### src/tcma_pkg.sv
// Shared types and constants for the throttle clamp moving average block.
`timescale 1ns / 1ps
package tcma_pkg;

  localparam int unsigned SAMPLE_W = 12;
  localparam int unsigned LEVEL_W  = 7;
  localparam int unsigned CFG_ADDR_W = 4;

  localparam logic [SAMPLE_W-1:0] SAMPLE_CLAMP = 12'd4000;
  localparam logic [LEVEL_W-1:0]  LEVEL_TOP    = 7'd100;

  // Division by 40 is a shift by three followed by a multiply by 205/1024,
  // which is exact for every quotient below 204.
  localparam int unsigned STEP_SHIFT = 3;
  localparam int unsigned SCALED_W   = SAMPLE_W - STEP_SHIFT;
  localparam logic [7:0]  FIFTH_MUL  = 8'd205;
  localparam int unsigned FIFTH_SHR  = 10;
  localparam int unsigned FIFTH_PW   = SCALED_W + 8;

  typedef enum logic [CFG_ADDR_W-1:0] {
    CFG_LEVEL_MAX = 4'd0,
    CFG_LEVEL_MIN = 4'd1
  } cfg_idx_e;

  typedef struct packed {
    logic [LEVEL_W-1:0] level_max;
    logic [LEVEL_W-1:0] level_min;
  } tcma_cfg_t;

endpackage

### src/tcma_level.sv
// Turns one sample beat into a normalized, capped and dead-zoned level.
`timescale 1ns / 1ps
module tcma_level (
  input  logic                          enable_i,
  input  logic [tcma_pkg::SAMPLE_W-1:0] sample_i,
  input  tcma_pkg::tcma_cfg_t           cfg_i,
  output logic [tcma_pkg::LEVEL_W-1:0]  level_o
);
  import tcma_pkg::*;

  logic [SAMPLE_W-1:0] clamped;
  logic [SCALED_W-1:0] scaled;
  logic [FIFTH_PW-1:0] prod;
  logic [LEVEL_W-1:0]  raw;
  logic [LEVEL_W-1:0]  capped;

  always_comb begin
    clamped = (sample_i > SAMPLE_CLAMP) ? SAMPLE_CLAMP : sample_i;
    scaled  = clamped[SAMPLE_W-1:STEP_SHIFT];
    prod    = FIFTH_PW'(scaled) * FIFTH_PW'(FIFTH_MUL);
    raw     = prod[FIFTH_SHR +: LEVEL_W];
    capped  = (raw > cfg_i.level_max) ? cfg_i.level_max : raw;
    if (!enable_i || (capped < cfg_i.level_min)) begin
      level_o = '0;
    end else begin
      level_o = capped;
    end
  end

endmodule

### src/tcma_cell.sv
// One window cell: holds a level and passes it to its neighbor on each beat.
`timescale 1ns / 1ps
module tcma_cell (
  input  logic                         clk_i,
  input  logic                         rst_ni,
  input  logic                         shift_i,
  input  logic [tcma_pkg::LEVEL_W-1:0] level_i,
  output logic [tcma_pkg::LEVEL_W-1:0] level_o
);
  import tcma_pkg::*;

  logic [LEVEL_W-1:0] level_q;
  logic [LEVEL_W-1:0] level_d;

  assign level_d = shift_i ? level_i : level_q;
  assign level_o = level_q;

  always_ff @(posedge clk_i or negedge rst_ni) begin
    if (!rst_ni) begin
      level_q <= '0;
    end else begin
      level_q <= level_d;
    end
  end

endmodule

### src/throttle_clamp_moving_average.sv
// Top level of the throttle clamp moving average filter.
//
// Usage: each input beat on s_axis carries an enable flag (tdata bit 0) and a
// 12-bit throttle sample (tdata bits 12:1). The sample is clamped to 4000,
// divided by 40 into a level of 0 to 100, capped at level_max and zeroed
// below level_min; a low enable gives level zero. Each level enters a row of
// WINDOW cells that shift once per accepted beat, and a running sum adds the
// new level and drops the one leaving the far end of the row. Every input
// beat yields one output beat on m_axis with the truncated window mean.
// An accepted input beat passes the sum update, reciprocal multiply and
// quotient register before its output beat. Throughput is one beat per cycle
// while m_axis_tready stays high, as the cell row shifts and the sum updates.
// The three stages each hold one beat, so input is taken while a result waits;
// when m_axis stalls long enough, the stages fill and s_axis_tready drops.
// Reset clears all cells and the sum to zero, sets level_max to 100 and
// level_min to 0, and empties the stages. The config port writes register 0
// (level_max) or 1 (level_min) when cfg_we_i is high; other indexes are
// ignored. Write it only while no beat is in flight.
`timescale 1ns / 1ps
module throttle_clamp_moving_average #(
  parameter int unsigned WINDOW = 50
) (
  input  logic                            clk_i,
  input  logic                            rst_ni,
  input  logic                            s_axis_tvalid,
  output logic                            s_axis_tready,
  input  logic [15:0]                     s_axis_tdata,  // enable, sample, zero pad
  output logic                            m_axis_tvalid,
  input  logic                            m_axis_tready,
  output logic [7:0]                      m_axis_tdata,  // average_level, zero pad
  input  logic                            cfg_we_i,
  input  logic [tcma_pkg::CFG_ADDR_W-1:0] cfg_addr_i,
  input  logic [tcma_pkg::LEVEL_W-1:0]    cfg_wdata_i
);
  import tcma_pkg::*;

  localparam int unsigned SumMax = WINDOW * 100;
  localparam int unsigned SumW   = $clog2(SumMax + 1);
  localparam int unsigned RecShr = SumW + $clog2(WINDOW);
  localparam int unsigned RecMul = ((2 ** RecShr) + WINDOW - 1) / WINDOW;
  localparam int unsigned RecW   = $clog2(RecMul + 1);
  localparam int unsigned ProdW  = SumW + RecW;

  tcma_cfg_t cfg_q, cfg_d;

  always_comb begin
    cfg_d = cfg_q;
    if (cfg_we_i) begin
      unique case (cfg_addr_i)
        CFG_LEVEL_MAX: cfg_d.level_max = cfg_wdata_i;
        CFG_LEVEL_MIN: cfg_d.level_min = cfg_wdata_i;
        default:       cfg_d = cfg_q;
      endcase
    end
  end

  // Stage handshakes.
  logic out_vld_q, prod_vld_q, sum_vld_q;
  logic out_rdy, prod_rdy, in_acc;

  assign out_rdy       = !out_vld_q || m_axis_tready;
  assign prod_rdy      = !prod_vld_q || out_rdy;
  assign s_axis_tready = !sum_vld_q || prod_rdy;
  assign in_acc        = s_axis_tvalid && s_axis_tready;

  // Level of the incoming beat.
  logic [LEVEL_W-1:0] new_level;

  tcma_level u_level (
    .enable_i (s_axis_tdata[0]),
    .sample_i (s_axis_tdata[SAMPLE_W:1]),
    .cfg_i    (cfg_q),
    .level_o  (new_level)
  );

  // Row of cells; the last cell's output is the level leaving the window.
  logic [LEVEL_W-1:0] chain [WINDOW+1];

  assign chain[0] = new_level;

  for (genvar g = 0; g < WINDOW; g++) begin : g_cell
    tcma_cell u_cell (
      .clk_i   (clk_i),
      .rst_ni  (rst_ni),
      .shift_i (in_acc),
      .level_i (chain[g]),
      .level_o (chain[g+1])
    );
  end

  logic [SumW-1:0]  sum_q, sum_d;
  logic [ProdW-1:0] prod_q, prod_d;
  logic [LEVEL_W-1:0] avg_q, avg_d;

  assign sum_d  = sum_q - SumW'(chain[WINDOW]) + SumW'(new_level);
  assign prod_d = ProdW'(sum_q) * ProdW'(RecMul);
  assign avg_d  = prod_q[RecShr +: LEVEL_W];

  always_ff @(posedge clk_i or negedge rst_ni) begin
    if (!rst_ni) begin
      cfg_q.level_max <= LEVEL_TOP;
      cfg_q.level_min <= '0;
      sum_q           <= '0;
      sum_vld_q       <= 1'b0;
      prod_vld_q      <= 1'b0;
      out_vld_q       <= 1'b0;
    end else begin
      cfg_q <= cfg_d;
      if (in_acc) begin
        sum_q     <= sum_d;
        sum_vld_q <= 1'b1;
      end else if (prod_rdy) begin
        sum_vld_q <= 1'b0;
      end
      if (prod_rdy) begin
        prod_vld_q <= sum_vld_q;
      end
      if (out_rdy) begin
        out_vld_q <= prod_vld_q;
      end
    end
  end

  always_ff @(posedge clk_i) begin
    if (sum_vld_q && prod_rdy) begin
      prod_q <= prod_d;
    end
    if (prod_vld_q && out_rdy) begin
      avg_q <= avg_d;
    end
  end

  assign m_axis_tvalid = out_vld_q;
  assign m_axis_tdata  = {1'b0, avg_q};

  // The running sum never leaves the range of a full window of top levels.
  a_sum_range: assert property (@(posedge clk_i) disable iff (!rst_ni)
    sum_q <= SumW'(SumMax))
    else $error("window sum out of range");

  // An accepted beat always occupies the sum stage in the next cycle.
  a_accept_fills: assert property (@(posedge clk_i) disable iff (!rst_ni)
    in_acc |=> sum_vld_q)
    else $error("accepted beat lost from sum stage");

  // A stalled product stage keeps its contents.
  a_prod_hold: assert property (@(posedge clk_i) disable iff (!rst_ni)
    (prod_vld_q && !out_rdy) |=> (prod_vld_q && $stable(prod_q)))
    else $error("product stage overwritten while stalled");

  // The average never exceeds the top level.
  a_avg_range: assert property (@(posedge clk_i) disable iff (!rst_ni)
    out_vld_q |-> (avg_q <= LEVEL_TOP))
    else $error("average above top level");

endmodule

### config.mk
export PLATFORM = sky130hd
export DESIGN_NAME = throttle_clamp_moving_average
export DESIGN_NICKNAME = d
export VERILOG_FILES = /design/src/tcma_pkg.sv /design/src/tcma_level.sv /design/src/tcma_cell.sv /design/src/throttle_clamp_moving_average.sv
export SDC_FILE = /design/constraint.sdc
export NUM_CORES = 1
export LEC_CHECK = 0
export BUFFER_PORTS_ARGS = -buffer_cell sky130_fd_sc_hd__clkbuf_2
export CORE_MARGIN = 2
export CORE_UTILIZATION = 39
export DETAILED_ROUTE_END_ITERATION = 6
export SYNTH_ARGS = -nofsm -noshare
export SYNTH_HDL_FRONTEND = slang
export SYNTH_SLANG_ARGS = --single-unit
### constraint.sdc
create_clock -name clk_i -period 6.4 [get_ports clk_i]
set_clock_uncertainty 0.15 [all_clocks]
set_input_delay 0.32 -clock clk_i [delete_from_list [all_inputs] [get_ports clk_i]]
set_output_delay 0.32 -clock clk_i [all_outputs]
set_load 0.02 [all_outputs]
==> results of run 1 <==
-- cell usage after synthesis, types with 4 or more instances --
cell type                  count  share of area
sky130_fd_sc_hd__nor3_1       10         0.0025
sky130_fd_sc_hd__nor2_1       11         0.0020
sky130_fd_sc_hd__mux2_2        7         0.0039
sky130_fd_sc_hd__nand2_1    1072           0.20
sky130_fd_sc_hd__nand2b_1     10         0.0031
sky130_fd_sc_hd__ha_1        160          0.098
sky130_fd_sc_hd__clkbuf_1     71          0.013
sky130_fd_sc_hd__dfrtp_1     377           0.46
sky130_fd_sc_hd__or2_2         5         0.0015
sky130_fd_sc_hd__or3_1         4         0.0012
sky130_fd_sc_hd__buf_2         6         0.0015
sky130_fd_sc_hd__and2_1       10         0.0031
sky130_fd_sc_hd__fa_1         77          0.076
sky130_fd_sc_hd__buf_1         4        0.00074
sky130_fd_sc_hd__a21o_1       13         0.0048
sky130_fd_sc_hd__o21ai_0      27         0.0066
sky130_fd_sc_hd__a21oi_1      19         0.0047
sky130_fd_sc_hd__inv_1       177          0.033
sky130_fd_sc_hd__xnor2_1      16         0.0069
sky130_fd_sc_hd__nand4_1       6         0.0018
sky130_fd_sc_hd__xor2_1        8         0.0034
sky130_fd_sc_hd__nand3_1       9         0.0022
sky130_fd_sc_hd__o21a_1        5         0.0018
sky130_fd_sc_hd__nor3b_1       4         0.0015
sky130_fd_sc_hd__edfxtp_1     14          0.021
-- registers in the layout, indices dropped and copies added, names as in the netlist --
name,count
m_axis_tvalid,1
prod_q,7
sum_q,13
g_cell.u_cell.level_o,350
avg_q,7
cfg_q,14
prod_vld_q,1
sum_vld_q,1
-- how the worst max path moves through the flow --
stage,end,slack [ns]
detailed placement,sum_q[12],-2.80
CTS,sum_q[12],-1.99
finish,sum_q[8],-2.05
floorplan,sum_q[11],-2.28
global placement,sum_q[12],-2.61
global route,sum_q[10],-2.41
-- tightest hold or removal path, delay by kind of cell --
kind / cells / cell delay (ns)
AND/OR/NAND/NOR: 2 / 0.19
buffers and inverters: 1 / 0.10
AO/OA/AOI/OAI: 1 / 0.07
-- logic make-up (layout without fill, tap and decap cells) --
group,after synthesis,after routing,share of synthesized area
simple gates,1160,1160,0.224
flops,394,394,0.488
buf+inv,261,420,0.0497
fa+ha+maj,237,237,0.174
compound gates,118,118,0.0469
xor+xnor,25,25,0.0111
mux,10,10,0.00553
other cells,1,1,0.000184
-- stage by stage --
stage | setup TNS [ns] | worst slack (ns) | util | instance area, µm² | instances
2_1_floorplan | -29.26 | -2.28 | - | 20600 | 2206
3_3_place_gp | -35.18 | -2.61 | 0.429 | 22100 | 2932
3_5_place_dp | -38.21 | -2.80 | 0.429 | 22100 | 2932
4_1_cts | -23.63 | -1.99 | 0.463 | 23800 | 3036
5_1_grt | -30.48 | -2.41 | 0.467 | 24000 | 3045
6_report | -24.36 | -2.05 | 0.467 | 24000 | 3045
-- repair_timing --
| item | in CTS | in global routing |
|---|---|---|
| setup endpoints to repair | 20 | 20 |
| pin swaps | 33 | 31 |
| hold buffers | 19 | 0 |
| resized for setup | 22 | 40 |
| hold endpoints to repair | 141 | 0 |
| setup buffers | 17 | 9 |
-- cell type report --
class / instances / area, µm² / share of cell area
repair buffers: 172 / 1370 / 0.0572
well taps: 680 / 851 / 0.0354
clock inverters: 18 / 180 / 0.00750
clock buffers: 53 / 1150 / 0.0480
flip-flops and latches: 394 / 9930 / 0.414
inverters: 177 / 664 / 0.0277
multi-input cells: 1551 / 9860 / 0.411
-- routing by layer --
metal  routed length (µm)  global-route usage
met4                 1230              0.0553
met1                19000               0.218
met3                 1000              0.0227
met5                    0                   0
met2                18500               0.243
==> out/summary.txt, run 1 <==
OUTCOME
------------------------------------------------------------------------------------
Status ................................................................ finished, violations left
Violated checks ....................................................... setup timing

FLOORPLANNING
------------------------------------------------------------------------------------
Die boundary height ...................................................       232 µm
Number of placed I/O pins .............................................           42
Horizontal extent of the die ..........................................       232 µm
Initial Utilization ...................................................        0.396
Total Die Area ........................................................    54000 µm²
Std-Cell Core Area ....................................................    51400 µm²
# rows ................................................................           83

YOSYS
------------------------------------------------------------------------------------
Number of library cell types mapped by synthesis ......................           79
Count of mapped cells out of synthesis ................................         2206
Total of flip-flops plus latches after synthesis ......................          394
Register area share after synthesis ...................................        0.488
Total standard cell area after synthesis ..............................    20300 µm²
Proportion of synthesized flip-flops having asynchronous set or reset .        0.964
Post-synth EDFFs ......................................................           14
Post-Syn Nets .........................................................         2475
Commonest register cell after synthesis ............................... sky130_fd_sc_hd__dfrtp_1
Number of warnings reported in the yosys synthesis log ................            0
Average size of a mapped cell .........................................     9.22 µm²

CTS
------------------------------------------------------------------------------------
H-tree lvl count ......................................................            2
Sinks on Clock Net ....................................................          394
Clock Pin Slew Worst Setup and Hold Paths .............................      0.07 ns
Clock latency on the worst-skew pair ..................................      0.57 ns
Cell chosen for the clock root ........................................ sky130_fd_sc_hd__clkbuf_16
Number of buffers created by CTS ......................................           41
Clock tree from TritonCTS .............................................          yes
Bufs on Longest Clock Path ............................................            3

HOLD PATH
------------------------------------------------------------------------------------
Cell depth of the worst hold path .....................................            4
Type of the most critical hold path ...................................    in -> reg
Destination of the worst hold path ....................................     cfg_q[7]
Launch point of the worst hold path ................................... cfg_addr_i[3]

FINISH
------------------------------------------------------------------------------------
Share of cells above drive strength 1 .................................        0.139
Post-synthesis to final-layout area growth ............................        18.0%
Leading cell type in the layout, fill and taps excluded ............... sky130_fd_sc_hd__nand2_1
Filler cell count .....................................................         4828
Number of nets at the end of the flow .................................         2606
Commonest cells after routing, fill and taps aside .................... sky130_fd_sc_hd__nand2_1 (1067), sky130_fd_sc_hd__dfrtp_1 (377), sky130_fd_sc_hd__inv_1 (170)
Count of antenna diodes in the layout .................................            0

STA
------------------------------------------------------------------------------------
Final min period ......................................................      8.45 ns
Max Slew Vio Count ....................................................            0
Post-route worst hold slack ...........................................    0.0231 ns
Worst slew pin tran ...................................................      1.02 ns
Maximum clock frequency ...............................................      118 MHz
Final setup margin ....................................................     -2.05 ns
Final cycle utilization of the critical path ..........................         1.32
RSZ-0062 raised after global routing ..................................         true
Number of setup violations in the final report ........................           20
Headroom to the max-slew limit ........................................        0.312
Hold Violations, Final ................................................            0

GLOBAL ROUTING
------------------------------------------------------------------------------------
Global Route Usage Sum ................................................        0.155
Antenna violations before repair ......................................            0
Maximum number of pins on one net before global-route repair ..........          202
First-pass GRT wire length ............................................     69600 µm
GRT overflow ..........................................................            0
Vias in the first global route ........................................        14400

CRITICAL PATH
------------------------------------------------------------------------------------
Worst path bufs/invs ..................................................            5
Critical path's top delay family ......................................  adder cells
Max stage delay cell, worst path ...................................... sky130_fd_sc_hd__fa_1
Critical path class ...................................................    in -> reg
Worst stage delay on the critical path ................................      0.55 ns
Timing startpoint of the critical path ................................ s_axis_tdata[12]
Worst-path maximum fanout .............................................            6
Endpoint required time on the critical path ...........................      6.67 ns
Critical Path Start Type .............................................. primary input
Logic depth of the worst path, buffers included .......................           40
Reg-to-reg endpoint ...................................................   prod_q[25]
Worst Reg2Reg Path Length in Cells ....................................           16
R2R setup slack .......................................................      0.89 ns
Data arrival time of the critical path ................................      8.71 ns
Critical path endpoint category .......................................         flop
Worst reg2reg startpoint ..............................................    sum_q[10]

DETAILED ROUTING
------------------------------------------------------------------------------------
Detailed Routing Iterations Pass 1 ....................................            5
Drt wl/cell ...........................................................      13.0 µm
Total number of vias ..................................................        14200
Final wirelength ......................................................     39700 µm
Number of DRC violations after detailed routing .......................            0
Violation count after the first detailed-routing iteration ............         1178
Antenna violation net count after detailed routing ....................            0
Vias per cell .........................................................         4.67

PLACE
------------------------------------------------------------------------------------
Final RePlAce weighted congestion .....................................        0.873
Count of input and output buffers .....................................           37
HPWL after detailed placement .........................................     25900 µm

JOB
------------------------------------------------------------------------------------
Total of max-cap violations ...........................................            0

Power of run 1 is left out: the tool's default activity adds up to more than one toggle a clock period on the data nets, which glitch-free logic cannot reach.
==> run 2: changes to the inputs <==
==> constraint.sdc (replaced) <==
create_clock -name clk_i -period 8.3 [get_ports clk_i]
set_clock_uncertainty 0.15 [all_clocks]
set_input_delay 0.415 -clock clk_i [delete_from_list [all_inputs] [get_ports clk_i]]
set_output_delay 0.415 -clock clk_i [all_outputs]
set_load 0.02 [all_outputs]
==> out/summary.txt, run 2 (same netlist as run 1, synthesis figures left out) <==
CTS
---------------------------------------------------------------------------
Clock tree from TritonCTS ....................................          yes
Number of buffers created by CTS .............................           42
Cell chosen for the clock root ............................... sky130_fd_sc_hd__clkbuf_16
Sinks on Clock Net ...........................................          394
Clock Pin Slew Worst Setup and Hold Paths ....................      0.06 ns
H-tree lvl count .............................................            2
Bufs on Longest Clock Path ...................................            3
Clock latency on the worst-skew pair .........................      0.57 ns

FINISH
---------------------------------------------------------------------------
Leading cell type in the layout, fill and taps excluded ...... sky130_fd_sc_hd__nand2_1
Post-synthesis to final-layout area growth ...................        16.9%
Share of cells above drive strength 1 ........................        0.126
Post-route non-filler standard cell count ....................         3016
Commonest cells after routing, fill and taps aside ........... sky130_fd_sc_hd__nand2_1 (1065), sky130_fd_sc_hd__dfrtp_1 (377), sky130_fd_sc_hd__inv_1 (171)
Number of nets at the end of the flow ........................         2576
Max FFs per register .........................................          350
Filler cell count ............................................         4871
Count of antenna diodes in the layout ........................            0

CRITICAL PATH
---------------------------------------------------------------------------
Worst stage delay on the critical path .......................      0.57 ns
Max stage delay cell, worst path ............................. sky130_fd_sc_hd__fa_1
Worst-path maximum fanout ....................................            5
Data arrival time of the critical path .......................      8.86 ns
Endpoint required time on the critical path ..................      8.53 ns
Worst Reg2Reg Path Length in Cells ...........................           26
Critical path endpoint category ..............................         flop
Critical path class ..........................................    in -> reg
Critical Path Start Type ..................................... primary input

DETAILED ROUTING
---------------------------------------------------------------------------
Detailed Routing Iterations Pass 1 ...........................            6
Antenna violation net count after detailed routing ...........            0
Vias per cell ................................................         4.63
Drt wl/cell ..................................................      13.0 µm
Total number of vias .........................................        14000
Violation count after the first detailed-routing iteration ...          794
Final wirelength .............................................     39100 µm
Number of DRC violations after detailed routing ..............            0

JOB
---------------------------------------------------------------------------
Total of max-cap violations ..................................            0

OUTCOME
---------------------------------------------------------------------------
Violated checks .............................................. setup timing
Status ....................................................... finished, violations left

STA
---------------------------------------------------------------------------
Maximum clock frequency ......................................      116 MHz
Final min period .............................................      8.63 ns
Worst slew pin tran ..........................................      1.06 ns
RSZ-0062 raised after global routing .........................         true
Number of setup violations in the final report ...............            6
Max Slew Vio Count ...........................................            0
Hold Violations, Final .......................................            0
Final setup margin ...........................................    -0.327 ns
Headroom to the max-slew limit ...............................        0.290
Final cycle utilization of the critical path .................         1.04

FLOORPLANNING
---------------------------------------------------------------------------
# rows .......................................................           83
Std-Cell Core Area ...........................................    51400 µm²
Initial Utilization ..........................................        0.396
Number of placed I/O pins ....................................           42
Total Die Area ...............................................    54000 µm²
Horizontal extent of the die .................................       232 µm
Die boundary height ..........................................       232 µm

HOLD PATH
---------------------------------------------------------------------------
Cell depth of the worst hold path ............................            4
Type of the most critical hold path ..........................    in -> reg

PLACE
---------------------------------------------------------------------------
Count of placed standard cells including taps ................         2920
Final RePlAce weighted congestion ............................        0.842
Count of input and output buffers ............................           37
HPWL after detailed placement ................................     25800 µm
Worst setup slack before clock tree synthesis ................    -0.928 ns

GLOBAL ROUTING
---------------------------------------------------------------------------
Antenna violations before repair .............................            0
GRT overflow .................................................            0
First-pass GRT wire length ...................................     68600 µm
Vias in the first global route ...............................        14100
Global Route Usage Sum .......................................        0.152
Maximum number of pins on one net before global-route repair .          241

==> run 2: metal layers <==
| metal | up-vias | global-route usage | wire length (µm) | part of all wire |
|---|---|---|---|---|
| li1 | 7055 | - | - | - |
| met1 | 6687 | 0.215 | 19300 | 0.49 |
| met2 | 141 | 0.239 | 17600 | 0.45 |
| met3 | 77 | 0.0255 | 1130 | 0.029 |
| met4 | 0 | 0.0473 | 1040 | 0.027 |
| met5 | - | 0 | 0 | 0 |
==> run 2: area by class of cell <==
type	count	area, µm²	share of cell area
Multi-Input combinational cell	1551	9820	0.413
Clock inverter	14	244	0.0103
Clock buffer	59	1170	0.0494
Inverter	177	664	0.0279
Timing Repair Buffer	141	1090	0.0458
Sequential cell	394	9930	0.418
Tap cell	680	851	0.0358
==> run 2: repair_timing <==
item / 4_1_cts / 5_1_grt
pin swaps: 35 / 20
hold buffers: 10 / 0
buffers inserted: 9 / 4
hold endpoints to repair: 96 / 0
gates resized for setup: 19 / 28
setup endpoints to repair: 6 / 11
==> run 2: final timing paths <==
check	start	to	slack, ns
setup / recovery	s_axis_tdata[8]	sum_q[7]	-0.33
min in group asynchronous	rst_ni	g_cell[46].u_cell.level_o[6]	0.27
max in group asynchronous	rst_ni	g_cell[0].u_cell.level_o[5]	6.27
setup reg to reg	cfg_q[13]	sum_q[7]	2.79
hold / removal	cfg_addr_i[3]	cfg_q[9]	0.07
hold reg to reg	prod_q[25]	avg_q[6]	0.27
==> run 2: critical path, delay by kind of cell <==
| family | cells | cell delay, ns |
|---|---|---|
| AO/OA/AOI/OAI | 18 | 3.67 |
| adder cells (fa/ha/maj) | 9 | 3.23 |
| buffers and inverters | 7 | 0.78 |
| AND/OR/NAND/NOR | 6 | 0.62 |
| XOR/XNOR | 1 | 0.14 |
==> run 2: stage by stage <==
| step | TNS (ns) | area [µm²] | hold WS, ns | util |
|---|---|---|---|---|
| 3_5_place_dp | -7.37 | 21900 | 0.255 | 0.427 |
| 4_1_cts | -1.38 | 23600 | 0.0378 | 0.460 |
| 3_3_place_gp | -5.39 | 21900 | 0.255 | 0.427 |
| 2_1_floorplan | -2.90 | 20600 | -0.0306 | - |
| 5_1_grt | -5.15 | 23800 | 0.0833 | 0.462 |
| 6_report | -1.67 | 23800 | 0.0709 | 0.462 |
Power of run 2 is left out for the same reason.
==> run 3: changes to the inputs <==
--- a/config.mk
+++ b/config.mk
@@ -8,7 +8,9 @@
 export BUFFER_PORTS_ARGS = -buffer_cell sky130_fd_sc_hd__clkbuf_2
 export CORE_MARGIN = 2
 export CORE_UTILIZATION = 39
+export CTS_BUF_LIST = sky130_fd_sc_hd__clkbuf_16
 export DETAILED_ROUTE_END_ITERATION = 6
+export REMOVE_ABC_BUFFERS = 1
 export SYNTH_ARGS = -nofsm -noshare
 export SYNTH_HDL_FRONTEND = slang
 export SYNTH_SLANG_ARGS = --single-unit
==> out/summary.txt, run 3 (same netlist as run 1, synthesis figures left out) <==
FINISH
---------------------------------------------------------------------------
Leading cell type in the layout, fill and taps excluded ...... sky130_fd_sc_hd__nand2_1
Count of antenna diodes in the layout ........................            0
Total area of sequential cells ...............................     9930 µm²
Share of cells above drive strength 1 ........................        0.146
Filler cell count ............................................         4791
Post-route non-filler standard cell count ....................         3057
Post-synthesis to final-layout area growth ...................        19.0%
Number of nets at the end of the flow ........................         2615
Final core occ ...............................................        0.471
Max FFs per register .........................................          350
Multi-input gate area in the final layout ....................     9920 µm²
Commonest cells after routing, fill and taps aside ........... sky130_fd_sc_hd__nand2_1 (1062), sky130_fd_sc_hd__dfrtp_1 (377), sky130_fd_sc_hd__inv_1 (181)

FLOORPLANNING
---------------------------------------------------------------------------
Total Die Area ...............................................    54000 µm²
Die boundary height ..........................................       232 µm
Std-Cell Core Area ...........................................    51400 µm²
Horizontal extent of the die .................................       232 µm
# rows .......................................................           83
Initial Utilization ..........................................        0.396
Number of placed I/O pins ....................................           42

PLACE
---------------------------------------------------------------------------
Final RePlAce weighted congestion ............................        0.845
Count of placed standard cells including taps ................         2929
Count of input and output buffers ............................           37
HPWL after detailed placement ................................     25000 µm

CTS
---------------------------------------------------------------------------
Clock latency on the worst-skew pair .........................      0.55 ns
Number of buffers created by CTS .............................           43
Clock Pin Slew Worst Setup and Hold Paths ....................      0.06 ns
H-tree lvl count .............................................            2
Cell chosen for the clock root ............................... sky130_fd_sc_hd__clkbuf_16
Bufs on Longest Clock Path ...................................            3
Clock tree from TritonCTS ....................................          yes
Sinks on Clock Net ...........................................          394

CRITICAL PATH
---------------------------------------------------------------------------
Worst stage delay on the critical path .......................      0.55 ns
Timing startpoint of the critical path ....................... s_axis_tdata[7]
Worst Reg2Reg Path Length in Cells ...........................           25
Worst-path maximum fanout ....................................            6
End of the critical path .....................................    sum_q[11]
Data arrival time of the critical path .......................      9.00 ns
Worst reg2reg startpoint .....................................    cfg_q[12]
Endpoint required time on the critical path ..................      8.54 ns
R2R setup slack ..............................................      2.69 ns
Max stage delay cell, worst path ............................. sky130_fd_sc_hd__fa_1
Reg-to-reg endpoint ..........................................    sum_q[11]
Critical Path Start Type ..................................... primary input
Critical path class ..........................................    in -> reg
Critical path endpoint category ..............................         flop

DETAILED ROUTING
---------------------------------------------------------------------------
Drt wl/cell ..................................................      12.7 µm
Number of DRC violations after detailed routing ..............            0
Vias per cell ................................................         4.61
Final wirelength .............................................     38900 µm
Antenna violation net count after detailed routing ...........            0
Detailed Routing Iterations Pass 1 ...........................            4
Violation count after the first detailed-routing iteration ...          957
Total number of vias .........................................        14100

JOB
---------------------------------------------------------------------------
Total of max-cap violations ..................................            0

STA
---------------------------------------------------------------------------
Final cycle utilization of the critical path .................         1.06
Final setup margin ...........................................    -0.461 ns
Post-route worst hold slack ..................................    0.0815 ns
Max Slew Vio Count ...........................................            0
Headroom to the max-slew limit ...............................        0.261
Worst slew pin tran ..........................................      1.11 ns
RSZ-0062 raised after global routing .........................         true
Number of setup violations in the final report ...............            9
Hold Violations, Final .......................................            0
Maximum clock frequency ......................................      114 MHz
Final min period .............................................      8.76 ns

GLOBAL ROUTING
---------------------------------------------------------------------------
Vias in the first global route ...............................        14100
Global Route Usage Sum .......................................        0.150
First-pass GRT wire length ...................................     68300 µm
GRT overflow .................................................            0
Antenna violations before repair .............................            0
Maximum number of pins on one net before global-route repair .          223

OUTCOME
---------------------------------------------------------------------------
Violated checks .............................................. setup timing
Status ....................................................... finished, violations left

HOLD PATH
---------------------------------------------------------------------------
Type of the most critical hold path ..........................    in -> reg

run 3: worst min-delay path by stage:
stage                   from                           end  slack, ns  cells after the start
2_1_floorplan         rst_ni                      cfg_q[0]      -0.03                      0
3_3_place_gp          rst_ni  g_cell[25].u_cell.level_o[3]       0.25                      1
3_5_place_dp          rst_ni  g_cell[25].u_cell.level_o[3]       0.25                      1
4_1_cts        cfg_addr_i[3]                     cfg_q[12]       0.05                      4
5_1_grt        cfg_addr_i[3]                     cfg_q[12]       0.09                      4
6_report       cfg_addr_i[3]                     cfg_q[12]       0.08                      4
run 3: worst max-delay path, delay by kind of cell:
family | cells | cell delay (ns)
AND/OR/NAND/NOR | 5 | 0.85
adder cells (fa/ha/maj) | 9 | 3.24
buffers and inverters | 10 | 1.12
AO/OA/AOI/OAI | 17 | 3.06
XOR/XNOR | 2 | 0.29
run 3: through the flow:
stage          setup WS [ns]  setup TNS (ns)  cell area [µm²]
4_1_cts               -0.366           -2.28            23900
6_report              -0.461           -2.78            24200
3_3_place_gp           -1.47          -12.99            21800
3_5_place_dp           -1.61          -14.81            21800
2_1_floorplan          -1.79         -499.82            20000
5_1_grt               -0.779           -5.89            24200
run 3: final cells by class:
| class | instances | share of cell area |
|---|---|---|
| clock buffers | 45 | 0.0465 |
| clock inverters | 31 | 0.0130 |
| inverters | 177 | 0.0275 |
| multi-input cells | 1551 | 0.410 |
| flip-flops and latches | 394 | 0.410 |
| well taps | 680 | 0.0352 |
| repair buffers | 179 | 0.0576 |
run 3: what timing repair did:
| action | in CTS | in global routing |
|---|---|---|
| resized for setup | 67 | 62 |
| setup buffers | 31 | 19 |
| endpoints found under the hold margin | 80 | 0 |
| hold buffers | 10 | 0 |
| endpoints found under the setup margin | 12 | 13 |
| pin swaps | 50 | 37 |
run 3: layer usage:
layer | wire length [µm] | vias up | GRT usage
met5 | 0 | - | 0
met4 | 705 | 0 | 0.0361
met2 | 18000 | 138 | 0.242
met1 | 19100 | 6787 | 0.213
met3 | 1090 | 59 | 0.0235
li1 | - | 7115 | -
Power of run 3 is left out for the same reason.
